--- src/rtl/vdf_pkg.sv ---
// Package for the Vietnamese diacritic folder: item structs, letter codes
// and the code point folding functions. No dependencies.
package vdf_pkg;

  typedef struct packed {
    logic [7:0] in_byte;
    logic       in_last;
  } vdf_in_t;

  typedef struct packed {
    logic [7:0] out_byte;
    logic       run_last;
    logic       text_end;
  } vdf_out_t;

  localparam logic [7:0] NO_LETTER = 8'h00;
  localparam logic [7:0] LETTER_A  = 8'h61;
  localparam logic [7:0] LETTER_D  = 8'h64;
  localparam logic [7:0] LETTER_E  = 8'h65;
  localparam logic [7:0] LETTER_I  = 8'h69;
  localparam logic [7:0] LETTER_O  = 8'h6F;
  localparam logic [7:0] LETTER_U  = 8'h75;
  localparam logic [7:0] LETTER_Y  = 8'h79;

  localparam logic [7:0] UPPER_FIRST = 8'h41;
  localparam logic [7:0] UPPER_LAST  = 8'h5A;
  localparam logic [7:0] CASE_OFFSET = 8'd32;

  // Base letter of a code point taken from a two-byte sequence.
  function automatic logic [7:0] fold_two(input logic [10:0] cp);
    logic [7:0] r;
    unique case (cp)
      11'h0C0, 11'h0C1, 11'h0C2, 11'h0C3,
      11'h0E0, 11'h0E1, 11'h0E2, 11'h0E3,
      11'h102, 11'h103:                     r = LETTER_A;
      11'h0C8, 11'h0C9, 11'h0CA,
      11'h0E8, 11'h0E9, 11'h0EA:            r = LETTER_E;
      11'h0CC, 11'h0CD, 11'h0EC, 11'h0ED,
      11'h128, 11'h129:                     r = LETTER_I;
      11'h0D2, 11'h0D3, 11'h0D4, 11'h0D5,
      11'h0F2, 11'h0F3, 11'h0F4, 11'h0F5,
      11'h1A0, 11'h1A1:                     r = LETTER_O;
      11'h0D9, 11'h0DA, 11'h0F9, 11'h0FA,
      11'h168, 11'h169, 11'h1AF, 11'h1B0:   r = LETTER_U;
      11'h0DD, 11'h0FD:                     r = LETTER_Y;
      11'h110, 11'h111:                     r = LETTER_D;
      default:                              r = NO_LETTER;
    endcase
    return r;
  endfunction

  // Base letter of a code point taken from a three-byte sequence.
  function automatic logic [7:0] fold_three(input logic [15:0] cp);
    logic [7:0] r;
    priority if (cp >= 16'h1EA0 && cp <= 16'h1EB7) r = LETTER_A;
    else if (cp >= 16'h1EB8 && cp <= 16'h1EC7)     r = LETTER_E;
    else if (cp >= 16'h1EC8 && cp <= 16'h1ECB)     r = LETTER_I;
    else if (cp >= 16'h1ECC && cp <= 16'h1EE3)     r = LETTER_O;
    else if (cp >= 16'h1EE4 && cp <= 16'h1EF1)     r = LETTER_U;
    else if (cp >= 16'h1EF2 && cp <= 16'h1EF9)     r = LETTER_Y;
    else                                           r = NO_LETTER;
    return r;
  endfunction

endpackage

--- src/rtl/vietnamese_diacritic_folder.sv ---
// Top level of the Vietnamese diacritic folder: UTF-8 gathering, folding
// and a four-byte result shift register. Depends on vdf_pkg.
//
// The block folds a UTF-8 byte stream, one byte per transfer. Bytes of a
// multi-byte character are gathered in a small holding register; when the
// character completes, a Vietnamese vowel with any diacritic or tone mark,
// in either case, is replaced by its plain lowercase base letter, d-stroke
// becomes 'd', ASCII uppercase is lowercased and everything else is copied
// unchanged. A sequence broken by a non-continuation byte, or cut off by the
// byte marked in_last, is flushed as it was received. Each input transfer
// yields zero to four result bytes; run_last marks the last result byte of
// an input transfer and text_end marks the final result byte of the string.
// The input byte is decoded in a single combinational pass against the
// holding register and the results are loaded into a four-entry shift
// register that drains one byte per cycle while out_stall is low. The block
// sustains one byte per cycle on plain text when the output does not stall;
// a transfer that yields several bytes stalls the input until they drain,
// and the next input is taken in the cycle that its last byte leaves.
module vietnamese_diacritic_folder
  import vdf_pkg::*;
(
  input  logic     clk,
  input  logic     rst_n,
  input  logic     in_valid,
  output logic     in_stall,
  input  vdf_in_t  in_data,
  output logic     out_valid,
  input  logic     out_stall,
  output vdf_out_t out_data
);

  // Gathering state for the character in progress.
  logic [7:0] held_r [3];
  logic [7:0] held_nxt [3];
  logic [1:0] held_cnt_r, held_cnt_nxt;
  logic [1:0] need_r, need_nxt;

  // Result shift register: slot 0 is on the output.
  logic [7:0] res_r [4];
  logic [2:0] rem_r;
  logic       end_r;

  logic       in_xfer;
  logic       out_xfer;

  // Combinational results of the accepted byte.
  logic [7:0] o_byte [4];
  logic [2:0] o_n;

  assign out_xfer = out_valid && !out_stall;
  // The input waits while the shift register still has bytes that will not
  // all leave in this cycle.
  assign in_stall = (rem_r > 3'd1) || (rem_r == 3'd1 && out_stall);
  assign in_xfer  = in_valid && !in_stall;

  always_comb begin
    logic [7:0]  b;
    logic        active;
    logic        do_start;
    logic [7:0]  letter;
    logic [10:0] cp2;
    logic [15:0] cp3;
    b        = in_data.in_byte;
    held_nxt = held_r;
    held_cnt_nxt = held_cnt_r;
    need_nxt = need_r;
    o_byte   = '{default: 8'h00};
    o_n      = 3'd0;
    do_start = 1'b0;
    letter   = NO_LETTER;
    cp2      = {held_r[0][4:0], b[5:0]};
    cp3      = {held_r[0][3:0], held_r[1][5:0], b[5:0]};
    active   = (need_r != 2'd0) && (held_cnt_r != 2'd0);

    if (active && b[7:6] == 2'b10) begin
      if (need_r == 2'd1 || held_cnt_r == 2'd3) begin
        // The character is complete: fold it or copy it as received.
        if (held_cnt_r == 2'd1 && cp2 >= 11'h080) begin
          letter = fold_two(cp2);
        end else if (held_cnt_r == 2'd2 && cp3 >= 16'h0800) begin
          letter = fold_three(cp3);
        end
        if (letter != NO_LETTER) begin
          o_byte[0] = letter;
          o_n       = 3'd1;
        end else begin
          for (int k = 0; k < 3; k++) begin
            if (k < int'(held_cnt_r)) begin
              o_byte[o_n[1:0]] = held_r[k];
              o_n = o_n + 3'd1;
            end
          end
          o_byte[o_n[1:0]] = b;
          o_n = o_n + 3'd1;
        end
        held_cnt_nxt = 2'd0;
        need_nxt     = 2'd0;
      end else begin
        held_nxt[held_cnt_r] = b;
        held_cnt_nxt = held_cnt_r + 2'd1;
        need_nxt     = need_r - 2'd1;
      end
    end else begin
      // A broken sequence is flushed before the byte starts afresh.
      if (active) begin
        for (int k = 0; k < 3; k++) begin
          if (k < int'(held_cnt_r)) begin
            o_byte[o_n[1:0]] = held_r[k];
            o_n = o_n + 3'd1;
          end
        end
      end
      held_cnt_nxt = 2'd0;
      need_nxt     = 2'd0;
      do_start     = 1'b1;
    end

    if (do_start) begin
      if (b[7] == 1'b0) begin
        o_byte[o_n[1:0]] = (b >= UPPER_FIRST && b <= UPPER_LAST) ? b + CASE_OFFSET : b;
        o_n = o_n + 3'd1;
      end else if (b[7:5] == 3'b110 || b[7:4] == 4'b1110 || b[7:3] == 5'b11110) begin
        held_nxt[0]  = b;
        held_cnt_nxt = 2'd1;
        if (b[7:5] == 3'b110) begin
          need_nxt = 2'd1;
        end else if (b[7:4] == 4'b1110) begin
          need_nxt = 2'd2;
        end else begin
          need_nxt = 2'd3;
        end
      end else begin
        // A stray continuation byte or an invalid lead byte passes through.
        o_byte[o_n[1:0]] = b;
        o_n = o_n + 3'd1;
      end
    end

    // The end of the string flushes whatever is still being gathered.
    if (in_data.in_last) begin
      for (int k = 0; k < 3; k++) begin
        if (k < int'(held_cnt_nxt) && o_n < 3'd4) begin
          o_byte[o_n[1:0]] = held_nxt[k];
          o_n = o_n + 3'd1;
        end
      end
      held_cnt_nxt = 2'd0;
      need_nxt     = 2'd0;
    end
  end

  always_ff @(posedge clk) begin
    if (!rst_n) begin
      held_r     <= '{default: 8'h00};
      held_cnt_r <= 2'd0;
      need_r     <= 2'd0;
      rem_r      <= 3'd0;
      end_r      <= 1'b0;
    end else begin
      if (in_xfer) begin
        held_r     <= held_nxt;
        held_cnt_r <= held_cnt_nxt;
        need_r     <= need_nxt;
      end
      if (in_xfer && o_n != 3'd0) begin
        res_r <= o_byte;
        rem_r <= o_n;
        end_r <= in_data.in_last;
      end else if (out_xfer) begin
        res_r[0] <= res_r[1];
        res_r[1] <= res_r[2];
        res_r[2] <= res_r[3];
        rem_r    <= rem_r - 3'd1;
      end
    end
  end

  assign out_valid         = (rem_r != 3'd0);
  assign out_data.out_byte = res_r[0];
  assign out_data.run_last = (rem_r == 3'd1);
  assign out_data.text_end = (rem_r == 3'd1) && end_r;

`ifndef SYNTHESIS
  a_held_needs: assert property (@(posedge clk) disable iff (!rst_n)
    held_cnt_r != 2'd0 |-> need_r != 2'd0)
    else $error("bytes held with no continuation expected");

  a_last_clears: assert property (@(posedge clk) disable iff (!rst_n)
    in_xfer && in_data.in_last |=> held_cnt_r == 2'd0)
    else $error("held bytes survive the end of the string");

  a_run_continues: assert property (@(posedge clk) disable iff (!rst_n)
    out_xfer && !out_data.run_last |=> out_valid)
    else $error("result run ended before its last byte");

  a_rem_bound: assert property (@(posedge clk) disable iff (!rst_n)
    rem_r <= 3'd4)
    else $error("result count exceeds four");
`endif

endmodule
--- config.mk ---
export PLATFORM = sky130hd
export DESIGN_NAME = vietnamese_diacritic_folder
export DESIGN_NICKNAME = d
export VERILOG_FILES = /design/src/rtl/vdf_pkg.sv /design/src/rtl/vietnamese_diacritic_folder.sv
export SDC_FILE = /design/constraint.sdc
export NUM_CORES = 1
export LEC_CHECK = 0
export ABC_AREA = 1
export ABC_CLOCK_PERIOD_IN_PS = 7080
export BUFFER_PORTS_ARGS = -buffer_cell sky130_fd_sc_hd__clkbuf_2
export CAP_MARGIN = 5
export CORE_AREA = 3 3 131 133
export DETAILED_ROUTE_END_ITERATION = 10
export DIE_AREA = 0 0 134 136
export PLACE_DENSITY_LB_ADDON = 0.2
export SETUP_SLACK_MARGIN = 0.3
export SLEW_MARGIN = 40
export SYNTH_ARGS = -nofsm -noshare
export SYNTH_HDL_FRONTEND = slang
export SYNTH_SLANG_ARGS = --single-unit
--- constraint.sdc ---
create_clock -name clk -period 7.08 [get_ports clk]
set_input_delay 0.708 -clock clk [delete_from_list [all_inputs] [get_ports clk]]
set_output_delay 0.708 -clock clk [all_outputs]
set_load 0.01 [all_outputs]
==> results.py <==
metrics = {
    "worst_setup_path": {
        "cpMaxStageDelayCell": "ha_1",
        "max_stage_delay_ps": 490,
        "cp_max_fo": 37,
        "worstSetupStartpointType": "register",
        "required_ps": 7180,
        "critPathKind": "reg -> reg",
        "cp_common_cell": "nand2_1",
        "arrival_ps": 6200,
        "worstRegToRegCells": 32,
        "crit_path_end_kind": "register",
    },
    "die": {
        "core_um2": 15900,
        "core.rowCount": 46,
        "die_width_um": 134,
        "dieArea_um2": 18200,
        "die_h_um": 136,
        "ios": 25,
        "start_util_pct": 45.0,
    },
    "detailed_routing": {
        "drt-total-wl_mm": 25.9,
        "route.antenna.remaining_nets": 0,
        "via_per_inst": 5.94,
        "vias": 8100,
        "drt_iter0_drc": 1155,
        "wl_per_cell_um": 19.0,
        "firstDrtPassIters": 8,
        "drc_errors": 0,
    },
    "synth": {
        "ys_types": 62,
        "netlist_top_cells_count": "nand2_1 (282), inv_1 (145), nor2_1 (105), o21ai_0 (105), nand3_1 (91)",
        "synth_area_um2": 7170,
        "synth.area.top_cells": "nand2_1 (15%), edfxtp_1 (13%), dfxtp_1 (8.9%), inv_1 (7.6%), o21ai_0 (7.3%)",
        "netlist.area_leader.share_pct": 14.8,
        "yosys.area.top_type": "nand2_1",
        "yosysMostFrequentCell": "nand2_1",
        "ys_seq_area_share_pct": 22.3,
        "async_flop_share_pct": 0,
        "synth_xor_area_share_pct": 0.244,
        "syn-instance-count": 1156,
        "synth_top_family_by_area": "simple AND/OR/NAND/NOR gates",
        "syn-num-nets": 1198,
        "ys_ff_latch": 64,
        "synthAdderAreaFrac_pct": 5.06,
        "syn_avg_cell_area_um2": 6.21,
        "ys.flop_type": "edfxtp_1",
        "ys_warn_count": 0,
        "synth-edff-count": 32,
        "synthMuxAreaShare_pct": 0,
        "yosys.area_share.simple_pct": 33.7,
        "synth-compound-area-share_pct": 25.5,
    },
    "clock_network": {
        "tritoncts": "yes",
        "cts-resized-gates": 0,
        "clk_latency_ps": 350,
        "cts_sinks": 64,
        "cts_max_level": 3,
        "clockBufferDepth": 2,
        "cts_hold_buf": 0,
        "clk_pin_slew_worst_paths_ps": 60,
        "cts_made_buffers": 9,
        "post_cts_buffers": 0,
        "clockRootBuffer": "clkbuf_16",
    },
    "sta": {
        "worst_slack_ps": 981,
        "finalSetupViolations": 0,
        "worst_slew_margin_rel_pct": 47.4,
        "period_minus_slack_ps": 6100,
        "rsz0062_at_grt": "false",
        "max_freq_mhz": 164,
        "tns_ps": 0,
        "period_share_pct": 86.2,
        "fin_worst_skew_ps": 6.45,
        "worst_pin_slew_ps": 786,
        "finalHoldViolCount": 0,
        "slew_viol_final": 0,
    },
    "finish": {
        "seq_area_um2": 1600,
        "post-route-util_pct": 47.8,
        "multi_input_area_um2": 4650,
        "drive_gt1_share_pct": 10.3,
        "antenna_cells": 0,
        "nFillCells": 1756,
        "syn_to_final_growth_pct": 6.30,
        "fin_area_um2": 7630,
        "nets": 1184,
    },
    "global_routing": {
        "grt_usage_pct": 28.6,
        "grt_pass1_wl_mm": 40.5,
        "grt_pass1_vias": 7240,
        "antenna_found_initial": 0,
        "grt_max_degree": 56,
        "gr-max-usage-layer": "met2",
        "globalRouteMet2Util_pct": 43.5,
        "grt_use_met1_pct": 39.6,
        "grt_remaining_overflow": 0,
        "grt_util_met3_pct": 5.74,
    },
    "placed_design": {
        "dp_slack_ps": 642,
        "dpl_cell_area_um2": 7330,
        "dp_hpwl_mm": 19.5,
        "io_buffers": 24,
        "gp_congestion": 1.03,
    },
    "power": {
        "p_leak_nw": 3.28,
        "power.density_nw_per_um2": 234,
        "p_total_mw": 1.78,
        "ir_worst_vdd_mv": 0.303,
    },
    "outcome": {
        "status": "finished, final reports clean",
    },
    "worst_hold_path": {
        "hold_depth": 2,
        "hp-class": "reg -> reg",
    },
    "run": {
        "max_cap_viol_count": 0,
    },
}
power breakdown:
| part | internal, mW | total (mW) | switching [mW] |
|---|---|---|---|
| Sequential | 0.511 | 0.572 | 0.0612 |
| Combinational | 0.237 | 0.761 | 0.524 |
| Clock | 0.269 | 0.448 | 0.179 |
| Total | 1.02 | 1.78 | 0.764 |
per-layer routing:
metal	wire, um	vias to the layer above
met2	11300	459
met1	11100	3727
met5	0	-
li1	-	3841
met3	2460	73
met4	1120	0
placed cells by master (no fill, tap or decap), types with 3 or more instances in the layout:
cell and count:
edfxtp_1 32, clkbuf_16 9, a41oi_1 3, a32oi_1 3, o21a_1 13, o2111ai_1 4
o311ai_0 5, nor3_1 9, nor2_4 6, clkbuf_2 23, a211oi_1 6, nand3_2 6
clkinv_1 6, nand3_1 91, nand2_1 282, o22ai_1 8, o21ai_2 12, o32ai_1 6
inv_4 4, o21ai_1 18, ha_1 28, nor2_2 7, o221ai_1 6, inv_1 144
nand2_2 8, inv_2 11, dfxtp_1 32, a21oi_1 73, o211ai_1 25, o21ai_0 104
buf_4 9, nand4_1 10, nor2_1 104
metrics by stage:
| stage | hold WS [ps] | cells |
|---|---|---|
| after global placement | 457 | 1347 |
| after detailed placement | 461 | 1347 |
| after CTS | 470 | 1363 |
| final | 465 | 1363 |
| after global routing | 505 | 1363 |
| after floorplan | 445 | 1156 |
worst paths after layout:
check | slack (ps) | end | start
worst max-delay path | 980 | res_r[21] | held_cnt_r[1]
worst min register to register | 470 | need_r[1] | need_r[1]
worst max register to register | 980 | res_r[21] | held_cnt_r[1]
worst min-delay path | 470 | need_r[1] | need_r[1]
sequential cells by signal, summed over array words and instances (netlist names):
signal,cells
need_r,2
held_r,24
res_r,24
held_cnt_r,2
out_data,8
end_r,1
rem_r,3
cell type report:
| class | instances | share of cell area, % |
|---|---|---|
| Multi-Input combinational cell | 871 | 60.9 |
| Sequential cell | 64 | 21.0 |
| Inverter | 162 | 8.11 |
| Tap cell | 216 | 3.54 |
| Clock buffer | 9 | 2.95 |
| Timing Repair Buffer | 34 | 2.64 |
| Clock inverter | 7 | 0.820 |
critical path: cells and delay by family (launching register included):
family / cells / cell delay [ps]
AOI/OAI and AO/OA: 5 / 1250
adders and majority gates: 4 / 1260
buffers and inverters: 8 / 1070
DFF: 1 / 310
and+or+nand+nor: 15 / 1970
logic make-up after synthesis:
group,after synthesis
flops,64
compound gates,302
fa+ha+maj,29
simple gates,538
xor+xnor,2
buf+inv,221
No activity file was read; power rests on OpenSTA's default activity.
